==> src/rtl/best_rational_approximation_unit_macros.svh <==
// assertion macros for the best rational approximation unit
// no dependencies; included by the top level only
`ifndef BEST_RATIONAL_APPROXIMATION_UNIT_MACROS_SVH
`define BEST_RATIONAL_APPROXIMATION_UNIT_MACROS_SVH

// same-cycle implication, disabled in reset
`define BRA_ASSERT_SAME(label, clk, rst, ante, cons, msg) \
  label: assert property (@(posedge clk) disable iff (rst) (ante) |-> (cons)) \
    else $error(msg);

// next-cycle implication, disabled in reset
`define BRA_ASSERT_NEXT(label, clk, rst, ante, cons, msg) \
  label: assert property (@(posedge clk) disable iff (rst) (ante) |=> (cons)) \
    else $error(msg);

`endif

==> src/rtl/bra_pkg.sv <==
// widths and constants for the best rational approximation unit
// no dependencies; used by every module of the block
`timescale 1ns / 1ps

package bra_pkg;
  localparam int WIDTH = 32;
  localparam int MW = WIDTH + 2;
  localparam int PW = 2 * MW;
  localparam int EW = 2 * WIDTH + 2;
  localparam int AW = PW + WIDTH + 1;
  localparam int CW = $clog2(WIDTH);
  localparam logic [WIDTH-2:0] MAXDEN_RESET = (WIDTH - 1)'(1000000);
endpackage

==> src/rtl/bra_mul.sv <==
// shared signed multiplier with registered product
// depends on bra_pkg
`timescale 1ns / 1ps

module bra_mul import bra_pkg::*; (
  input  logic                 clk,
  input  logic signed [MW-1:0] op_a,
  input  logic signed [MW-1:0] op_b,
  output logic signed [PW-1:0] prod
);

  always_ff @(posedge clk) begin
    prod <= op_a * op_b;
  end

endmodule

==> config.mk <==
export PLATFORM = sky130hd
export DESIGN_NAME = bra_mul
export DESIGN_NICKNAME = d
export VERILOG_FILES = /design/src/rtl/best_rational_approximation_unit_macros.svh /design/src/rtl/bra_pkg.sv /design/src/rtl/bra_mul.sv
export SDC_FILE = /design/constraint.sdc
export NUM_CORES = 2
export LEC_CHECK = 0
export BUFFER_PORTS_ARGS = -buffer_cell sky130_fd_sc_hd__buf_2
export CAP_MARGIN = 40
export CORE_MARGIN = 2
export CORE_UTILIZATION = 35
export CTS_BUF_LIST = sky130_fd_sc_hd__clkbuf_4 sky130_fd_sc_hd__clkbuf_8
export CTS_CLUSTER_DIAMETER = 60
export DETAILED_ROUTE_END_ITERATION = 8
export SLEW_MARGIN = 20
export SYNTH_ARGS = -nofsm -noshare
export SYNTH_HDL_FRONTEND = slang
export SYNTH_SLANG_ARGS = --single-unit
==> constraint.sdc <==
create_clock -name clk -period 22.3 [get_ports clk]
set_input_delay 1.115 -clock clk [delete_from_list [all_inputs] [get_ports clk]]
set_output_delay 1.115 -clock clk [all_outputs]
set_load 0.02 [all_outputs]
==> summary.md <==
| Metric | Value |
|---|---|
| Outcome | completed |
| Final hold vios | 0 |
| PostCTS Resize Cnt | 0 |
| Syn avg cell area | 9.448 µm² |
| CTS tree | built |
| Drt total wl | 116100 µm |
| Critical Path RT | 22.68 ns |
| Final non-filler cell total | 6157 |
| CTS Buffer Depth | 2 |
| CORE AREA | 121900 µm² |
| Die ar. | 125800 µm² |
| Post-synth top flop | dfxtp_1 |
| Total track usage | 19.57% |
| Hold Buf Count CTS | 0 |
| CP most frequent cell | fa_1 |
| Worst setup EP type | register |
| Routed WL per cell | 18.86 µm |
| Synth area leaders | fa_1, inv_1, and2_1 |
| GR Overflow Total | 0 |
| Distinct cells, synth | 69 |
| Worst Hold Path EP | prod[0] |
| Tightest Pin Transition | 0.9305 ns |
| EDFF count, synth | 0 |
| Layout net count | 6036 |
| DIE HEIGHT | 354.6 µm |
| Top Ports | 137 |
| Max Cap Violations | 0 |
| I/O Buffers | 136 |
| Final setup vio count | 0 |
| Slew Limit Fails | 0 |
| Via-to-Cell Ratio | 4.785 |
| Synthesized net count | 6068 |
| #FFs+latches synth | 68 |
| Crit path from | op_a[33] |
| Vias in the first global route | 33314 |
| Pre-Repair DR Iteration Count | 5 |
| Register area share after synthesis | 3.164% |
| Tcrit/Tclk final | 39.86% |
| Root Driver | clkbuf_8 |
| H-tree levels | 3 |
| Number of fillers in the final layout | 12261 |
| Hold depth | 2 |
| Die width | 354.6 µm |
| Clk slew on worst S/H paths | 0.10 ns |
| Initial Util | 35.30% |
| Top delay family on crit path | adder cells |
| Clk sink count | 68 |
| Dpl cells | 6119 |
| Yosys warning total | 0 |
| Vias | 29460 |
| Drt initial violations | 1404 |
| First-pass GRT wire length | 190200 µm |
| Top post-synthesis cells by count | fa_1, inv_1, and2_1, nand2_1, clkbuf_1 |
| Routability cong. | 0.9044 |
| CP max-delay cell | fa_1 |
| Largest net degree at the start of global routing | 35 |
| Worst Setup Start Kind | input port |
| Area delta synth->final | 6.755% |
| Crit path buf inv count | 8 |
| Post-CTS setup buffers | 0 |
| Antenna Nets Post-Route | 0 |
| Cell Area, Synth | 43030 µm² |
| DRC viols | 0 |
| CP Data Arrival Time | 9.26 ns |
| Largest Register | prod |
| Critical Path Max Stage Delay | 0.68 ns |
| Biggest regs | prod x68 |
| Minimum clock period | 8.889 ns |
| DP HPWL | 93890 µm |
| Total CTS buffers | 9 |
| Synth top area share | 57.74% |
| RSZ-0062 raised after global routing | no |
| Fmax | 112.5 MHz |
| Post-synth ARST share | 0% |
| Count leader, synth | fa_1 |
| Min-delay src | op_a[0] |
| Initial antenna violation count | 10 |
| Synth area leader | fa_1 |
| Slew HR | 37.97% |
| Setup CP Type | in -> reg |
| Post-synthesis cell count | 4554 |
| FP Rows | 128 |
| Hold Path Class | in -> reg |
| Max reg flops | 68 |
| Total negative setup slack | 0 ns |
| Layout cells sized above 1 | 5.147% |
| Crit path max fanout | 34 |
[placed cells by master (no fill, tap or decap), types with 4 or more instances in the layout]
cell and count:
buf_16 18, clkbuf_8 10, buf_4 19, ha_1 204, nor2b_1 9, xor2_1 23, nand3_1 11, buf_2 136
dfxtp_1 68, nor3_1 5, and2_1 621, diode_2 5, nor2_1 54, inv_1 1231, or2_2 4, o21ai_1 7
nand2b_1 20, nand2_1 542, o21bai_1 12, a21o_1 37, a31oi_1 7, a211oi_1 6, buf_12 11, o21a_1 4
o21ai_0 31, a21oi_1 61, and3_1 5, xnor2_1 56, nand4_1 11, fa_1 1241
[area by class of cell]
class / count / area (µm²) / share of cell area [%]
tap: 1625 / 2033 / 4.426
sequential: 68 / 1361 / 2.964
clock buffer: 10 / 137.6 / 0.2996
multi-input combinational: 3026 / 36140 / 78.68
inverter: 1232 / 4624 / 10.07
clock inverter: 6 / 70.07 / 0.1525
antenna: 5 / 12.51 / 0.02724
timing repair buffer: 185 / 1554 / 3.383
[per-layer routing]
layer / global-route usage (%) / share of wire [%]
met2: 33.93 / 51
met4: 4.915 / 2.4
met5: 0 / 0.091
met1: 25.50 / 42
met3: 3.116 / 5.1
[logic make-up after synthesis]
kind of cell               share of synthesized area (%)
buffers and inverters                              12.84
adders and majority gates                          63.67
and+or+nand+nor                                    15.37
AOI/OAI and AO/OA                                  3.347
xor gates and xnor gates                           1.608
DFF                                                3.164
[worst max-delay path by stage]
stage                     endpoint  slack [ns]  cells after the start
final                     prod[67]       13.41                     28
after global routing      prod[61]       13.11                     28
after CTS                 prod[67]       13.50                     28
after detailed placement  prod[67]       12.95                     28
after global placement    prod[66]       12.87                     21
after floorplan           prod[65]       13.69                     24
[per-stage QoR]
step                utilization (%)  cell area (µm²)  setup slack, ns  hold slack [ns]
global placement              36.91            44980            12.87            1.530
floorplan                         -            43030            13.69            1.242
global route                  37.68            45920            13.11            1.013
CTS                           37.34            45510            13.50           0.9639
finish                        37.69            45930            13.41            1.019
detailed placement            37.17            45300            12.95            1.531
Power is not shown: default switching activity piles up to over one toggle a cycle in this logic, so the estimate is an artifact.
