### src/rtl/best_rational_approximation_unit_macros.svh
// assertion macros for the best rational approximation unit
// no dependencies; included by the top level only
`ifndef BEST_RATIONAL_APPROXIMATION_UNIT_MACROS_SVH
`define BEST_RATIONAL_APPROXIMATION_UNIT_MACROS_SVH

// same-cycle implication, disabled in reset
`define BRA_ASSERT_SAME(label, clk, rst, ante, cons, msg) \
  label: assert property (@(posedge clk) disable iff (rst) (ante) |-> (cons)) \
    else $error(msg);

// next-cycle implication, disabled in reset
`define BRA_ASSERT_NEXT(label, clk, rst, ante, cons, msg) \
  label: assert property (@(posedge clk) disable iff (rst) (ante) |=> (cons)) \
    else $error(msg);

`endif

### src/rtl/bra_pkg.sv
// widths and constants for the best rational approximation unit
// no dependencies; used by every module of the block
`timescale 1ns / 1ps

package bra_pkg;
  localparam int WIDTH = 32;
  localparam int MW = WIDTH + 2;
  localparam int PW = 2 * MW;
  localparam int EW = 2 * WIDTH + 2;
  localparam int AW = PW + WIDTH + 1;
  localparam int CW = $clog2(WIDTH);
  localparam logic [WIDTH-2:0] MAXDEN_RESET = (WIDTH - 1)'(1000000);
endpackage

### src/rtl/bra_div.sv
// restoring unsigned divider, one quotient bit per cycle
// depends on bra_pkg
`timescale 1ns / 1ps

module bra_div import bra_pkg::*; (
  input  logic             clk,
  input  logic             rst,
  input  logic             start,
  input  logic [WIDTH-1:0] dividend,
  input  logic [WIDTH-1:0] divisor,
  output logic             done,
  output logic [WIDTH-1:0] quotient,
  output logic [WIDTH-1:0] remainder
);

  logic [WIDTH:0]   rem;
  logic [WIDTH-1:0] quo;
  logic [WIDTH-1:0] dvs;
  logic [CW-1:0]    cnt;
  logic             run;
  logic [WIDTH:0]   rem_sh;
  logic             ge;
  logic [WIDTH:0]   rem_next;

  assign rem_sh   = {rem[WIDTH-1:0], quo[WIDTH-1]};
  assign ge       = rem_sh >= {1'b0, dvs};
  assign rem_next = ge ? rem_sh - {1'b0, dvs} : rem_sh;

  always_ff @(posedge clk) begin
    if (rst) begin
      run  <= 1'b0;
      done <= 1'b0;
    end else begin
      done <= 1'b0;
      if (start) begin
        rem <= '0;
        quo <= dividend;
        dvs <= divisor;
        cnt <= '0;
        run <= 1'b1;
      end else if (run) begin
        rem <= rem_next;
        quo <= {quo[WIDTH-2:0], ge};
        cnt <= cnt + 1'b1;
        if (cnt == CW'(WIDTH - 1)) begin
          run  <= 1'b0;
          done <= 1'b1;
        end
      end
    end
  end

  assign quotient  = quo;
  assign remainder = rem[WIDTH-1:0];

endmodule

### config.mk
export PLATFORM = sky130hd
export DESIGN_NAME = bra_div
export DESIGN_NICKNAME = d
export VERILOG_FILES = /design/src/rtl/best_rational_approximation_unit_macros.svh /design/src/rtl/bra_pkg.sv /design/src/rtl/bra_div.sv
export SDC_FILE = /design/constraint.sdc
export NUM_CORES = 1
export LEC_CHECK = 0
export ABC_AREA = 1
export BUFFER_PORTS_ARGS = -buffer_cell sky130_fd_sc_hd__buf_2
export CORE_MARGIN = 2
export CORE_UTILIZATION = 63
export CTS_BUF_LIST = sky130_fd_sc_hd__clkbuf_4 sky130_fd_sc_hd__clkbuf_8
export CTS_CLUSTER_DIAMETER = 200
export DETAILED_ROUTE_END_ITERATION = 8
export PLACE_DENSITY_LB_ADDON = 0.3
export SYNTH_ARGS = -nofsm -noshare
export SYNTH_HDL_FRONTEND = slang
export SYNTH_SLANG_ARGS = --single-unit
export TNS_END_PERCENT = 20
### constraint.sdc
create_clock -name clk -period 10.72 [get_ports clk]
set_clock_uncertainty 0.15 [all_clocks]
set_input_delay 1.072 -clock clk [delete_from_list [all_inputs] [get_ports clk]]
set_output_delay 1.072 -clock clk [all_outputs]
set_load 0.005 [all_outputs]
==> results.ini <==
[status]
run_status=finished, final reports clean

[worst_setup_path]
r2r_slack_ns=7.97
critPathMaxFanout=69
cp-start-kind=primary input
timing_worst_setup_path_type=primary input to flip-flop
cp_data_required_time_ns=10.59
critPathArrivalTime_ns=3.28
critical_path.max_stage_delay_ns=0.71
critical_path_s_slowest_cell=buf_4
cp_cell_sequence=buf_2, inv_2, a21oi_4, buf_4
worst_setup_end_kind=flip-flop

[timing]
setup_viol=0
tightestPinTransition_ns=1.27
timing.final.crit_period_ns=3.41
fmax_ghz=0.293
maxSlewViolCount=0
grt_setup_unrepaired=no
final-hold-violation-count=0
hold_ws_ns=0.387
final.period_utilization_pct=31.8
setup-tns-final_ns=0
worst_max_slew_margin_expressed_relative_to_the_limit_pct=15.1

[yosys]
synth_seq_area_share_pct=43.4
synthesis.nets=1066
yosysUniqueCellTypes=35
ys_top_cells_by_area=edfxtp_1 43%, nand2_1 21%, inv_1 9.0%, ha_1 6.0%, nor2_1 5.3%
yosys_reg_bits=103
postSynth.asyncResetShare_pct=0
synth.avg_cell_area_um2=7.34
synth_most_common_cell=nand2_1
synthDominantAreaCellType=edfxtp_1
yosysWarningCount=0
synth_top_flop_cell=edfxtp_1
synth.cell_area_mm2=0.00708
post_synth_inst_count=964
synth_enable_flop_cells=101
synth_top_area_share_pct=42.9
synth_top_cells_by_count=389 x nand2_1, 170 x inv_1, 101 x edfxtp_1

[placement]
routabilityCongestion=0.971
post_dp_hpwl_um=13200
port_buffers=131
placedCellCount=1217

[routing]
drtAntennaViolNets=0
routedWlPerCell_um=14.1
topRoutingLayerUsed=met4
initialDrtViolationCount=386
met3_wirelength_um=1150
routed_wirelength_um=17400
routed-via-count=6197
dr_wl_met2_um=8420
drt_pass1_iterations=5
post-route-drc-count=0
avgViaCountPerCell=5.03
m1WireLength_um=7570

[power_and_ir_drop]
power_density_mw_per_mm2=141
seq_power_share_pct=45.1
power_frac_comb_pct=33.6
switchingPower_uw=413
finalPower_mw=1.13
static-leakage-power_nw=4.35
power_frac_clock_pct=21.3
vdd_drop_max_uv=120
switching_share_pct=36.6
power.internal_uw=714

[layout]
finalNetCount=1190
ratio_of_cells_with_drive_above_1_in_the_final_layout_pct=17.1
area_growth_pct=13.1
final_cell_count_no_fill=1233
fillCellCount=917
finish.utilization_pct=73.5
antenna_cells=0

[floorplanning]
fp.dieH_um=110
start_util_pct=65.0
floorplan.rows=38
top_level_ports=132
die_width_um=110
die_area_mm2=0.0121
coreArea_mm2=0.0109

[global_routing]
number_of_global_route_vias_before_repair=5757
global_route_wire_length_before_repair_um=27400
grt_overflow=0
global_route.usage.total_pct=30.1
grt_antenna_before_repair=0
grt_max_degree=70

[clock_tree]
cts_repair_resize_count=0
cts_made_buffers=9
cts_sinks=103
cts_buffer_depth=2
cts.hold.buffers_added=0
post_cts_buffers=0
cts.htree.levels=3
cts_tree=built
clock_tree.root_cell=clkbuf_8
cts.reportedPaths.clkPinSlew_ns=0.11
worstSkewPairLatency_ns=0.40

[hold_path]
worst_hold_path_type=flip-flop to flip-flop

[run]
total_of_max_cap_violations=0

-- cells in the final DEF, fill, tap and decap left out, types with 3 or more instances in the layout --
master / count
and2_1: 9
clkbuf_8: 9
buf_2: 131
clkinvlp_4: 3
inv_6: 3
edfxtp_1: 101
inv_1: 170
nor2_1: 99
a21oi_1: 20
nand4_1: 5
ha_1: 34
nand2_1: 389
nand2_2: 7
nor2_2: 17
inv_2: 3
nand3_1: 31
xor2_1: 14
nand3b_1: 23
-- worst max-delay path, delay by kind of cell --
family / cells / cell delay [ns]
AO/OA/AOI/OAI: 1 / 0.29
buffers and inverters: 3 / 1.84
-- sequential cells by signal (all words and copies together) (netlist names) --
signal / count
done: 1
quotient: 32
run: 1
dvs: 32
rem: 32
cnt: 5
-- final cells by class --
type | instances | area (um2) | area share (%)
multi-input combinational | 667 | 3240 | 40.5
inverter | 175 | 664 | 8.30
tap | 140 | 175 | 2.19
clock buffer | 10 | 131 | 1.64
sequential | 103 | 3070 | 38.4
clock inverter | 6 | 51.3 | 0.641
timing repair buffer | 132 | 663 | 8.29
-- path summary, 6_finish.rpt --
check / cells after the start / startpoint / to
worst min-delay path: 2 / quotient[27] / quotient[28]
worst min register to register: 2 / quotient[27] / quotient[28]
worst max-delay path: 4 / start / rem[18]
worst max register to register: 13 / rem[2] / quotient[0]
-- metal layers --
metal | vias up | track usage, %
li1 | 3200 | -
met1 | 2781 | 37.9
met2 | 192 | 51.9
met3 | 24 | 7.35
met4 | 0 | 8.05
met5 | - | 0
-- metrics by stage --
step           setup WS [ns]  cell area (um2)
2_1_floorplan           4.99             7080
3_3_place_gp            6.99             7820
3_5_place_dp            6.90             7820
4_1_cts                 7.33             8000
5_1_grt                 7.13             8000
6_report                7.31             8000
-- power groups by stage --
stage                     clock [mW]  combinational (mW)  sequential [mW]
after global routing           0.260               0.429            0.512
final                          0.240               0.379            0.508
after detailed placement           0               0.377            0.516
after global placement             0               0.366            0.516
after CTS                      0.240               0.378            0.508
after floorplan                    0               0.272            0.517
-- kinds of logic (layout without fill, tap and decap cells) --
family | count (synthesis) | in the layout | synth area share [%]
simple gates | 591 | 591 | 35.5
buf+inv | 194 | 323 | 11.0
flops | 103 | 103 | 43.4
fa+ha+maj | 35 | 35 | 6.30
compound gates | 26 | 26 | 1.93
xor+xnor | 15 | 15 | 1.86
No activity file was read; power rests on OpenSTA's default activity.
